**src/hdl/ctp_pkg.sv**
```systemverilog
// ctp_pkg: shared constants and types for the circle tangent point block
// no dependencies; imported by the interfaces, the cells and the top level

package ctp_pkg;

  localparam int TOL_WIDTH  = 16;
  localparam logic [TOL_WIDTH-1:0] TOL_RESET = TOL_WIDTH'(1);

  // lanes in the square root cells and in the divider cells
  localparam int ROOT_LANES = 2;
  localparam int DIV_LANES  = 4;

  typedef enum logic [1:0] {
    COUNT_NONE = 2'd0,
    COUNT_ONE  = 2'd1,
    COUNT_TWO  = 2'd2
  } tangent_count_t;

endpackage

```
**src/hdl/ctp_div_cell.sv**
```systemverilog
// ctp_div_cell: one quotient bit of a four lane restoring divider chain
// depends on ctp_pkg

module ctp_div_cell
  import ctp_pkg::*;
#(
  parameter int NW     = 98,
  parameter int DVW    = 66,
  parameter int QW     = 35,
  parameter int BIT    = 0,
  parameter int SIDE_W = 1
) (
  input  logic                            clk,
  input  logic                            rst,
  input  logic                            en,
  input  logic                            in_valid,
  input  logic [DVW-1:0]                  in_dvs,
  input  logic [DIV_LANES-1:0][NW-1:0]    in_rem,
  input  logic [DIV_LANES-1:0][QW-1:0]    in_quo,
  input  logic [SIDE_W-1:0]               in_side,
  output logic                            out_valid,
  output logic [DVW-1:0]                  out_dvs,
  output logic [DIV_LANES-1:0][NW-1:0]    out_rem,
  output logic [DIV_LANES-1:0][QW-1:0]    out_quo,
  output logic [SIDE_W-1:0]               out_side
);
  localparam int CW = ((NW > DVW + QW) ? NW : DVW + QW) + 1;

  logic [CW-1:0]                shifted;
  logic [DIV_LANES-1:0]         ge;
  logic [DIV_LANES-1:0][NW-1:0] rem_next;
  logic [DIV_LANES-1:0][QW-1:0] quo_next;

  always_comb begin
    shifted = CW'(in_dvs) << BIT;
    for (int l = 0; l < DIV_LANES; l++) begin
      ge[l]       = CW'(in_rem[l]) >= shifted;
      rem_next[l] = ge[l] ? in_rem[l] - shifted[NW-1:0] : in_rem[l];
      quo_next[l] = in_quo[l] | (QW'(ge[l]) << BIT);
    end
  end

  always_ff @(posedge clk) begin
    if (rst) begin
      out_valid <= 1'b0;
    end else if (en) begin
      out_valid <= in_valid;
    end
  end

  always_ff @(posedge clk) begin
    if (en) begin
      out_dvs  <= in_dvs;
      out_rem  <= rem_next;
      out_quo  <= quo_next;
      out_side <= in_side;
    end
  end

endmodule

```
**config.mk**
```make
export PLATFORM = sky130hd
export DESIGN_NAME = ctp_div_cell
export DESIGN_NICKNAME = d
export VERILOG_FILES = /design/src/hdl/ctp_pkg.sv /design/src/hdl/ctp_div_cell.sv
export SDC_FILE = /design/constraint.sdc
export NUM_CORES = 1
export LEC_CHECK = 0
export BUFFER_PORTS_ARGS = -buffer_cell sky130_fd_sc_hd__buf_2
export CORE_AREA = 2 2 469 471
export CTS_BUF_LIST = sky130_fd_sc_hd__clkbuf_8
export DETAILED_ROUTE_END_ITERATION = 10
export DIE_AREA = 0 0 471 473
export HOLD_SLACK_MARGIN = 0.02
export PLACE_DENSITY = 0.44
export SYNTH_ARGS = -nofsm -noshare
export SYNTH_HDL_FRONTEND = slang
export SYNTH_SLANG_ARGS = --single-unit
```
**constraint.sdc**
```tcl
create_clock -name clk -period 3.8 [get_ports clk]
set_clock_uncertainty 0.05 [all_clocks]
set_input_delay 0.38 -clock clk [delete_from_list [all_inputs] [get_ports clk]]
set_output_delay 0.38 -clock clk [all_outputs]
set_load 0.05 [all_outputs]
```
Word level (Yosys, flattened, before mapping)
Cells that the tools add are included.
{"block": "word_totals", "reg_bits": 600, "elab_cells": 27, "input_bits": 603}
{"block": "op_classes", "n_lt_le_gt_ge": 4, "bitwise": 4, "muxes": 4, "addsub": 4}
{"cell": "$ge A98 B66 Y1", "count": 4}
{"cell": "$mux W98", "count": 4}
{"cell": "$sub A98 B66 Y98", "count": 4}
{"cell": "$or A35 B1 Y35", "count": 4}

Logic depth before layout (Yosys ltp)
{"block": "depth", "depth_word": 2, "depth_mapped": 15, "mapped_depth_nobuf": 13}

Least setup slack after synthesis
Ideal clock, no wire load.
{"block": "synth_path", "path_kind": "input -> register", "startpoint": "input in_dvs[2]", "endpoint": "register out_rem[96] (netlist name), data pin", "setup_slack_ns": 0.132, "t_required_ns": 3.492, "arrival_time_ns": 3.360, "setup_ns": 0.258, "n_path_buf": 0, "cell_stages": 12, "cell_sequence": "inv_1 ha_1 nor2b_1 o31a_1 o311ai_0 o211ai_1 o31ai_1 o21a_1 o21ai_0 a311oi_1 nand3_1 xnor2_1"}
{"element": "start, declared", "line": "ctp_div_cell.sv:17", "text": "input logic [DVW-1:0] in_dvs,"}
{"element": "end signal, assigned", "line": "ctp_div_cell.sv:54", "text": "out_rem <= rem_next;"}
{"element": "end, declared", "line": "ctp_div_cell.sv:23", "text": "output logic [DIV_LANES-1:0][NW-1:0] out_rem,"}

==> flow_metrics.env <==
export IMPL_fp_dieW_um=471
export IMPL_hpwl_mm=226
export IMPL_grt_max_degree=83
export IMPL_cp_required_ps=4570
export IMPL_avgSynthCellArea_um2=9.35
export IMPL_netlist_area_um2=41300
export IMPL_max_freq_mhz=267
export IMPL_grt_pass1_vias=48937
export IMPL_fin_util=0.327
export IMPL_dp_cells=9673
export IMPL_drv_cap=0
export IMPL_clkPwrFrac=0.264
export IMPL_vias=48654
export IMPL_violations="negative hold slack"
export IMPL_numPortBuffers=1202
export IMPL_p_int_w=0.0160
export IMPL_setup_worst_path_class="in -> reg"
export IMPL_dr_wl_met3_mm=16.0
export IMPL_maxUsedRoutingLayer="met5"
export IMPL_ys_ff_latch=600
export IMPL_r2r_cells=3
export IMPL_p_switching_w=0.0111
export IMPL_rows=172
export IMPL_synth_edf_count=599
export IMPL_cts_buffers=119
export IMPL_path_clk_slew_ps=60
export IMPL_setup_viol=0
export IMPL_yosysMostFrequentCell="edfxtp_1"
export IMPL_ys_seq_area_frac=0.436
export IMPL_cts_sinks=600
export IMPL_coreArea_um2=218000
export IMPL_synth_top_area_cell="edfxtp_1"
export IMPL_die_h_um=473
export IMPL_routed_wl_mm=267
export IMPL_netlist_top_cells_count="599 x edfxtp_1, 537 x a21oi_1, 456 x nand2_1"
export IMPL_synth_top_cell_area_share=0.435
export IMPL_slew_limit_headroom=0.296
export IMPL_placed_cell_area_um2=61300
export IMPL_min_period_ps=3740
export IMPL_dieArea_um2=223000
export IMPL_final_net_count=8510
export IMPL_cts_root_buf="clkbuf_8"
export IMPL_routedWlPerCell_um=25.1
export IMPL_peakVddDrop_v=0.000319
export IMPL_dr_wl_met2_mm=128
export IMPL_area_growth_pct=72.5
export IMPL_worstSkewPairLatency_ps=860
export IMPL_report_final_slew_viol_count=0
export IMPL_synth_async_reset_ratio=0
export IMPL_rsz0062_at_grt="false"
export IMPL_min_path_type="in -> reg"
export IMPL_path_max_fanout=4
export IMPL_ys_warn_count=0
export IMPL_drc=0
export IMPL_ant_nets=0
export IMPL_finalWeightedCongestion=0.954
export IMPL_status="finished with violations"
export IMPL_post_layout_nonfiller_instances=10636
export IMPL_syn_inst=4416
export IMPL_worstSetupStartpointType="primary input"
export IMPL_start_util=0.189
export IMPL_period_share=0.984
export IMPL_grt_pass1_wl_mm=365
export IMPL_dr_pass1_iters=6
export IMPL_hold_violations=1
export IMPL_grt_overflow=0
export IMPL_crit_path_end_kind="flip-flop"
export IMPL_arrival_ps=4510
export IMPL_num_io_pins=1203
export IMPL_holdWs_ps=-271
export IMPL_antenna_found_initial=60
export IMPL_max_slew_worst_pin_slew_ps=1060
export IMPL_pwr_share_comb=0.415
export IMPL_leakage_nw=31.1
export IMPL_drt_met1_wl_mm=111
export IMPL_power_density_nw_per_um2=379
export IMPL_ys_types=87
export IMPL_final_area_um2=71300
export IMPL_drt_initial_drc_count=3658
export IMPL_htreeDepth=3
export IMPL_holdPathStages=3
export IMPL_clockBufferDepth=3
export IMPL_ys_flop_type="edfxtp_1"
export IMPL_synth_nets=5287
export IMPL_viasPerCell=4.57
export IMPL_cts_tree="built"
export IMPL_track_usage=0.229
export IMPL_p_seq_frac=0.321
export IMPL_ys_top_cells_by_area="edfxtp_1 44%, ha_1 8.0%, a21oi_1 6.5%"
export IMPL_drive_above_1_share=0.369
export IMPL_sw_frac_of_total=0.409
kinds of logic after synthesis:
family | synth area share
flip-flops | 0.436
XOR/XNOR | 0.0795
adder cells (fa/ha/maj) | 0.0819
multiplexers | 0.00430
buffers and inverters | 0.0334
AO/OA/AOI/OAI | 0.193
AND/OR/NAND/NOR | 0.172
cells in the final DEF, fill, tap and decap left out, drive strengths merged, types with 47 or more instances in the layout:
| cell | instances |
|---|---|
| nand3 | 81 |
| buf | 2582 |
| edfxtp | 599 |
| xnor2 | 213 |
| ha | 264 |
| nor2 | 401 |
| nand4 | 122 |
| dlygate4sd3 | 708 |
| nor4 | 53 |
| xor2 | 162 |
| nor3 | 120 |
| a21o | 108 |
| nand2 | 456 |
| o21ai | 305 |
| clkbuf | 119 |
| clkinv | 47 |
| inv | 193 |
| o21bai | 78 |
| a21oi | 537 |
sequential cells by signal (all words and copies together), names as in the netlist:
signal	cells
out_valid	1
out_dvs	66
out_side	1
out_rem	392
out_quo	140
final cells by class:
cell class              count  area (µm²)
multi-input cells        3465       22200
clock inverters            98         801
repair buffers           3290       24300
well taps                2871        3590
fillers                 23040      147000
clock buffers             119        1640
inverters                 163         619
diodes                     30        75.1
flip-flops and latches    600       18000
routing by layer:
layer / up-vias / track usage
li1: 22971 / -
met4: 30 / 0.106
met1: 23456 / 0.281
met2: 1833 / 0.389
met5: - / 0
met3: 364 / 0.0396
repair_timing:
item                                    CTS  global route
endpoints found under the setup margin    0           182
hold buffers                            706             2
endpoints found under the hold margin   610             3
buffers inserted                          0             8
gates resized for setup                   0            65
power by group through the flow:
stage	logic [W]	clock network [W]	registers, W
after floorplan	0.00283	0	0.0114
after global placement	0.0105	0	0.00882
after detailed placement	0.0105	0	0.00880
after CTS	0.0112	0.00742	0.00869
after global routing	0.0118	0.00769	0.00874
final	0.0112	0.00712	0.00868
critical path, stage by stage:
cell	delay [ps]
dlygate4sd3_1	530
buf_2	140
ha_1	200
or4_1	570
o211ai_1	410
a21boi_2	160
o211ai_1	430
a211oi_1	160
buf_4	200
a31oi_1	270
buf_4	190
buf_4	140
o21ai_0	110
xnor2_1	160
a21oi_1	260
buf_4	160
metrics by stage:
step	setup TNS [ps]	worst slack [ps]	total power [W]
floorplan	0	132	0.0142
global placement	-142640	-800	0.0193
detailed placement	-146040	-823	0.0193
CTS	0	12.3	0.0273
global route	0	13.1	0.0282
finish	0	61.6	0.0270
worst paths after layout:
| kind | to | startpoint | slack [ps] |
|---|---|---|---|
| min | out_rem[304]$_DFFE_PP_ | in_rem[304] | -270 |
| max reg2reg | out_valid$_SDFFE_PP0P_ | out_valid$_SDFFE_PP0P_ | 2600 |
| max | out_rem[257]$_DFFE_PP_ | in_rem[202] | 60 |
| min reg2reg | out_valid$_SDFFE_PP0P_ | out_valid$_SDFFE_PP0P_ | 1010 |
Power figures use the tool's default switching activity.
