$ cat config.mk
export PLATFORM = sky130hd
export DESIGN_NAME = ctp_root_cell
export DESIGN_NICKNAME = d
export VERILOG_FILES = /design/src/hdl/ctp_pkg.sv /design/src/hdl/ctp_root_cell.sv
export SDC_FILE = /design/constraint.sdc
export NUM_CORES = 1
export LEC_CHECK = 0
export BUFFER_PORTS_ARGS = -buffer_cell sky130_fd_sc_hd__buf_2
export CAP_MARGIN = 20
export CORE_UTILIZATION = 44
export CTS_CLUSTER_DIAMETER = 80
export DETAILED_ROUTE_END_ITERATION = 7
export PLACE_DENSITY = 0.76
export SLEW_MARGIN = 0
export SYNTH_ARGS = -nofsm -noshare
export SYNTH_HDL_FRONTEND = slang
export SYNTH_SLANG_ARGS = --single-unit
$ cat constraint.sdc
create_clock -name clk -period 7.7 [get_ports clk]
set_input_delay 1.155 -clock clk [delete_from_list [all_inputs] [get_ports clk]]
set_output_delay 1.155 -clock clk [all_outputs]
set_load 0.01 [all_outputs]
$ cat src/hdl/ctp_pkg.sv
// ctp_pkg: shared constants and types for the circle tangent point block
// no dependencies; imported by the interfaces, the cells and the top level

package ctp_pkg;

  localparam int TOL_WIDTH  = 16;
  localparam logic [TOL_WIDTH-1:0] TOL_RESET = TOL_WIDTH'(1);

  // lanes in the square root cells and in the divider cells
  localparam int ROOT_LANES = 2;
  localparam int DIV_LANES  = 4;

  typedef enum logic [1:0] {
    COUNT_NONE = 2'd0,
    COUNT_ONE  = 2'd1,
    COUNT_TWO  = 2'd2
  } tangent_count_t;

endpackage

$ cat src/hdl/ctp_root_cell.sv
// ctp_root_cell: one result bit of a two lane integer square root chain
// depends on ctp_pkg

module ctp_root_cell
  import ctp_pkg::*;
#(
  parameter int RW     = 66,
  parameter int QW     = 33,
  parameter int BIT    = 0,
  parameter int SIDE_W = 1
) (
  input  logic                             clk,
  input  logic                             rst,
  input  logic                             en,
  input  logic                             in_valid,
  input  logic [ROOT_LANES-1:0][RW-1:0]    in_rem,
  input  logic [ROOT_LANES-1:0][QW-1:0]    in_res,
  input  logic [SIDE_W-1:0]                in_side,
  output logic                             out_valid,
  output logic [ROOT_LANES-1:0][RW-1:0]    out_rem,
  output logic [ROOT_LANES-1:0][QW-1:0]    out_res,
  output logic [SIDE_W-1:0]                out_side
);
  localparam int TW = RW + 1;

  logic [ROOT_LANES-1:0][TW-1:0] sub;
  logic [ROOT_LANES-1:0]         ge;
  logic [ROOT_LANES-1:0][RW-1:0] rem_next;
  logic [ROOT_LANES-1:0][QW-1:0] res_next;

  // (res + 2^bit)^2 - res^2 = res * 2^(bit+1) + 2^(2*bit)
  always_comb begin
    for (int l = 0; l < ROOT_LANES; l++) begin
      sub[l]      = (TW'(in_res[l]) << (BIT + 1)) + (TW'(1) << (2 * BIT));
      ge[l]       = TW'(in_rem[l]) >= sub[l];
      rem_next[l] = ge[l] ? in_rem[l] - sub[l][RW-1:0] : in_rem[l];
      res_next[l] = in_res[l] | (QW'(ge[l]) << BIT);
    end
  end

  always_ff @(posedge clk) begin
    if (rst) begin
      out_valid <= 1'b0;
    end else if (en) begin
      out_valid <= in_valid;
    end
  end

  always_ff @(posedge clk) begin
    if (en) begin
      out_rem  <= rem_next;
      out_res  <= res_next;
      out_side <= in_side;
    end
  end

endmodule

# --- Yosys cells after proc, flatten, opt, wreduce, memory -nomap -nowiden ---
# Index checks and enable logic that the tools add are counted.
op_classes:
  order_cmp: 2
  muxes: 2
  bitwise: 2
  addsub: 4
ops:
  columns: ["operator", "n"]
  rows:
  - ["66-bit by 35-bit greater-or-equal comparator with 1-bit output", 2]
  - ["66-bit two-way mux", 2]
  - ["66-bit by 35-bit subtractor with 66-bit output", 2]
  - ["34-bit by 1-bit adder with 35-bit output, second input constant", 2]
  - ["33-bit by 1-bit OR with 33-bit output", 2]
word_totals:
  ff_bits: 200
  input_bits: 203
  out_inout_bits: 200
  wordCells: 16

# --- Longest topological paths before layout ---
logic_depth:
  ltp_word: 3
  depth_mapped: 14
  ltp_nobuf: 12

# --- Worst setup path before layout ---
# Ideal clock, no wire load.
synth_timing:
  path_type: "in2reg"
  from: "in in_res[52] (netlist name)"
  to: "reg out_rem[123] (netlist name) (data pin)"
  arrival_ns: 3.741
  n_path_buf: 3
  setup_ns: 0.268
  path_slack_ns: 3.692
  path_stages: 13
  required_ns: 7.432
  path_cell_list: "inv_1 -> ha_1 -> buf_2 -> a21o_1 -> a21o_1 -> a221o_1 -> o31ai_2 -> o21ai_0 -> or4_1 -> buf_4 -> buf_6 -> o41ai_1 -> o21ai_1"
synth_rtl:
  columns: ["item", "line", "text"]
  rows:
  - ["start: declaration", "ctp_root_cell.sv:17", "input logic [ROOT_LANES-1:0][QW-1:0] in_res,"]
  - ["end signal: assignment", "ctp_root_cell.sv:51", "out_rem <= rem_next;"]
  - ["end: declaration", "ctp_root_cell.sv:20", "output logic [ROOT_LANES-1:0][RW-1:0] out_rem,"]

==> reports/results.txt <==
fmax = 209 MHz
clk buf depth = 2
final wirelength = 37.4 mm
largest cells by area after synthesis = edfxtp_1, ha_1, xor2_1, a21oi_1, xnor2_1
Post-synth EDFFs = 199
Initial Util = 45.2%
hold_ws = 0.503 ns
PortBufs = 402
die height = 169 um
leakage = 6.51 nW
DRC = 0
cell row count = 60
total global routing overflow = 0
worst-path maximum fanout = 56
synth warn = 0
Post-CTS Hold Buffers = 0
routed len/inst = 18.9 um
post-route ant nets = 0
R2R depth = 2
post-cts sizing count = 0
share of post-route cells with drive strength above 1 = 29.0%
Worst Skew = 0 ns
CP Class = in2reg
Final Max Slew Viols = 0
Post-Syn Area per Cell = 10.2 sq um
Tcrit/Tclk final = 62.2%
Crit. End Element = flip-flop
DR vias = 10988
MaxCap Viol Count = 0
Via-to-Cell Ratio = 5.56
vias in the first global route = 10811
Netlist cell types = 75
RSZ-0062 raised after global routing = no
hpwl dp = 29.5 mm
Hold Crit Class = reg2reg
cell accounting for the most synthesized area = edfxtp_1
Worst setup SP type = input pin
relative slew slack = 30.1%
postcts setup bufs = 0
Seq/Total Area, Yosys = 48.6%
hold depth = 2
placed insts = 1941
core outline area = 27300 sq um
clock tree from TritonCTS = yes
Final Cell Area = 15300 sq um
Worst-path clk slew = 0.08 ns
first-pass GRT wire length = 57.0 mm
Required @ worst endpoint = 7.89 ns
number of iterations in the first detailed-routing pass = 5
CTS Sinks = 200
Placer Congestion = 0.940
area delta synth->final = 23.7%
Synth Flop Type = edfxtp_1
final hold vios = 0
Yosys reg bits = 200
Worst VDD drop = 0.000119 V
Least-Margin Pin Slew = 1.05 ns
post-synth top area share = 48.5%
Finished Layout Cells = 1978
Power per Cell Area = 199 nW/um^2
die area = 28700 sq um
Top Ports = 403
H-tree depth = 4
post-route setup TNS = 0 ns
antenna violations before repair = 7
fraction of synthesis flops using an asynchronous set or reset pin = 0%
Chip Width = 169 um
syn_nets = 1482
synthesized area = 12300 sq um
worst-skew pair later-pin latency = 0.44 ns
status = complete, no violations
fin crit period = 4.79 ns
internal reg-to-reg setup slack = 7.11 ns
total track usage = 25.6%
fin nets = 1861
clk root buf = clkbuf_16
clock buffer count from CTS = 17
Placed Area = 14600 sq um
initial DRC count = 964
Worst EP arrival = 4.98 ns
final setup violation count = 0
Gate Count Post-Synth = 1209
fillers = 2415
largest net degree at the start of global routing = 121
[layout make-up]
class                           instances  area (sq um)  share of cell area (%)
Clock inverter                         15           174                    1.14
Antenna cell                            5          12.5                  0.0820
Sequential cell                       200          6000                    39.3
Clock buffer                           17           425                    2.79
Inverter                               88           330                    2.17
Timing Repair Buffer                  405          2040                    13.4
Multi-Input combinational cell        876          5800                    38.1
Tap cell                              372           465                    3.05
[cell usage after synthesis (all sizes together), types with 2 or more instances]
master and number:
a211o 2, a211oi 7, a21boi 5, a21o 23
a21oi 100, a221oi 6, a311oi 3, a31oi 6
a41o 2, and2 3, and3 6, and4 2
buf 11, clkbuf 34, edfxtp 199, fa 2
ha 68, inv 88, mux2 10, nand2 117
nand2b 9, nand3 19, nand3b 6, nand4 26
nor2 87, nor2b 6, nor3 34, nor4 29
nor4b 4, o2111ai 2, o211ai 8, o21a 8
o21ai 80, o21bai 17, o221ai 4, o31ai 6
or2 4, or3 12, or4 12, xnor2 54
xor2 67
[sequential cells by signal, indices dropped and copies added, names as in the netlist]
| register | cells |
|---|---|
| out_rem | 132 |
| out_valid | 1 |
| out_res | 66 |
| out_side | 1 |
[per-layer routing]
| metal | up-vias | GRT usage [%] | wire length [um] |
|---|---|---|---|
| li1 | 5200 | - | - |
| met1 | 5224 | 30.2 | 15100 |
| met2 | 493 | 43.7 | 18200 |
| met3 | 67 | 6.69 | 2820 |
| met4 | 4 | 11.4 | 1260 |
| met5 | - | 0 | 25 |
[worst paths after layout]
| check | start | end |
|---|---|---|
| setup / recovery | in_res[30] | out_rem[61] |
| hold / removal | out_valid | out_valid |
| setup reg to reg | out_valid | out_valid |
| hold reg to reg | out_valid | out_valid |
[placed cells by master (no fill, tap or decap), drive strengths merged, types with 4 or more instances in the layout]
master / synthesis / layout
nand4: 26 / 26
nand2: 117 / 117
or2: 4 / 4
a31oi: 6 / 6
diode: 0 / 5
nor2: 87 / 87
nand3: 19 / 19
a211oi: 7 / 7
a21oi: 100 / 100
nor2b: 6 / 6
or4: 12 / 12
mux2: 10 / 10
xnor2: 54 / 54
o21bai: 17 / 17
ha: 68 / 68
xor2: 67 / 67
nand2b: 9 / 9
nor4b: 4 / 4
or3: 12 / 12
a221oi: 6 / 6
inv: 88 / 95
edfxtp: 199 / 199
clkbuf: 34 / 18
nor3: 34 / 34
o21a: 8 / 8
nor4: 29 / 29
o31ai: 6 / 6
o21ai: 80 / 80
clkinv: 0 / 7
o211ai: 8 / 8
nand3b: 6 / 6
a21o: 23 / 23
and3: 6 / 6
buf: 11 / 404
o221ai: 4 / 4
a21boi: 5 / 5
[logic make-up (layout without fill, tap and decap cells)]
family	count (synthesis)	in the layout	synth area share (%)
and+or+nand+nor	381	381	15.5
AOI/OAI and AO/OA	293	293	14.7
DFF	200	200	48.6
buffers and inverters	133	525	4.36
xor gates and xnor gates	121	121	8.60
adders and majority gates	70	70	7.23
muxes	11	11	0.995
other	0	5	0
[critical path: stages]
cell and delay (ns):
buf_2 0.13, inv_1 0.06, ha_1 0.40, nand4_1 0.15, nor4_1 0.63, nand4_1 0.23
o21ai_0 0.29, nor3_1 0.15, o31ai_4 0.17, buf_4 0.58, nor4b_4 0.46, or3b_1 0.40
xnor2_1 0.13
[per-stage QoR]
| step | worst slack, ns | total power [mW] | utilization, % |
|---|---|---|---|
| floorplan | 3.69 | 1.81 | - |
| global placement | 2.46 | 2.13 | 53.7 |
| detailed placement | 2.45 | 2.14 | 53.7 |
| CTS | 2.91 | 3.05 | 55.9 |
| global route | 2.63 | 3.17 | 56.0 |
| finish | 2.91 | 3.04 | 56.0 |
[power breakdown]
group / internal (mW) / switching (mW)
Combinational: 0.295 / 0.452
Sequential: 1.34 / 0.0304
Clock: 0.441 / 0.472
Note: power is estimated with default switching activity, not from simulation.
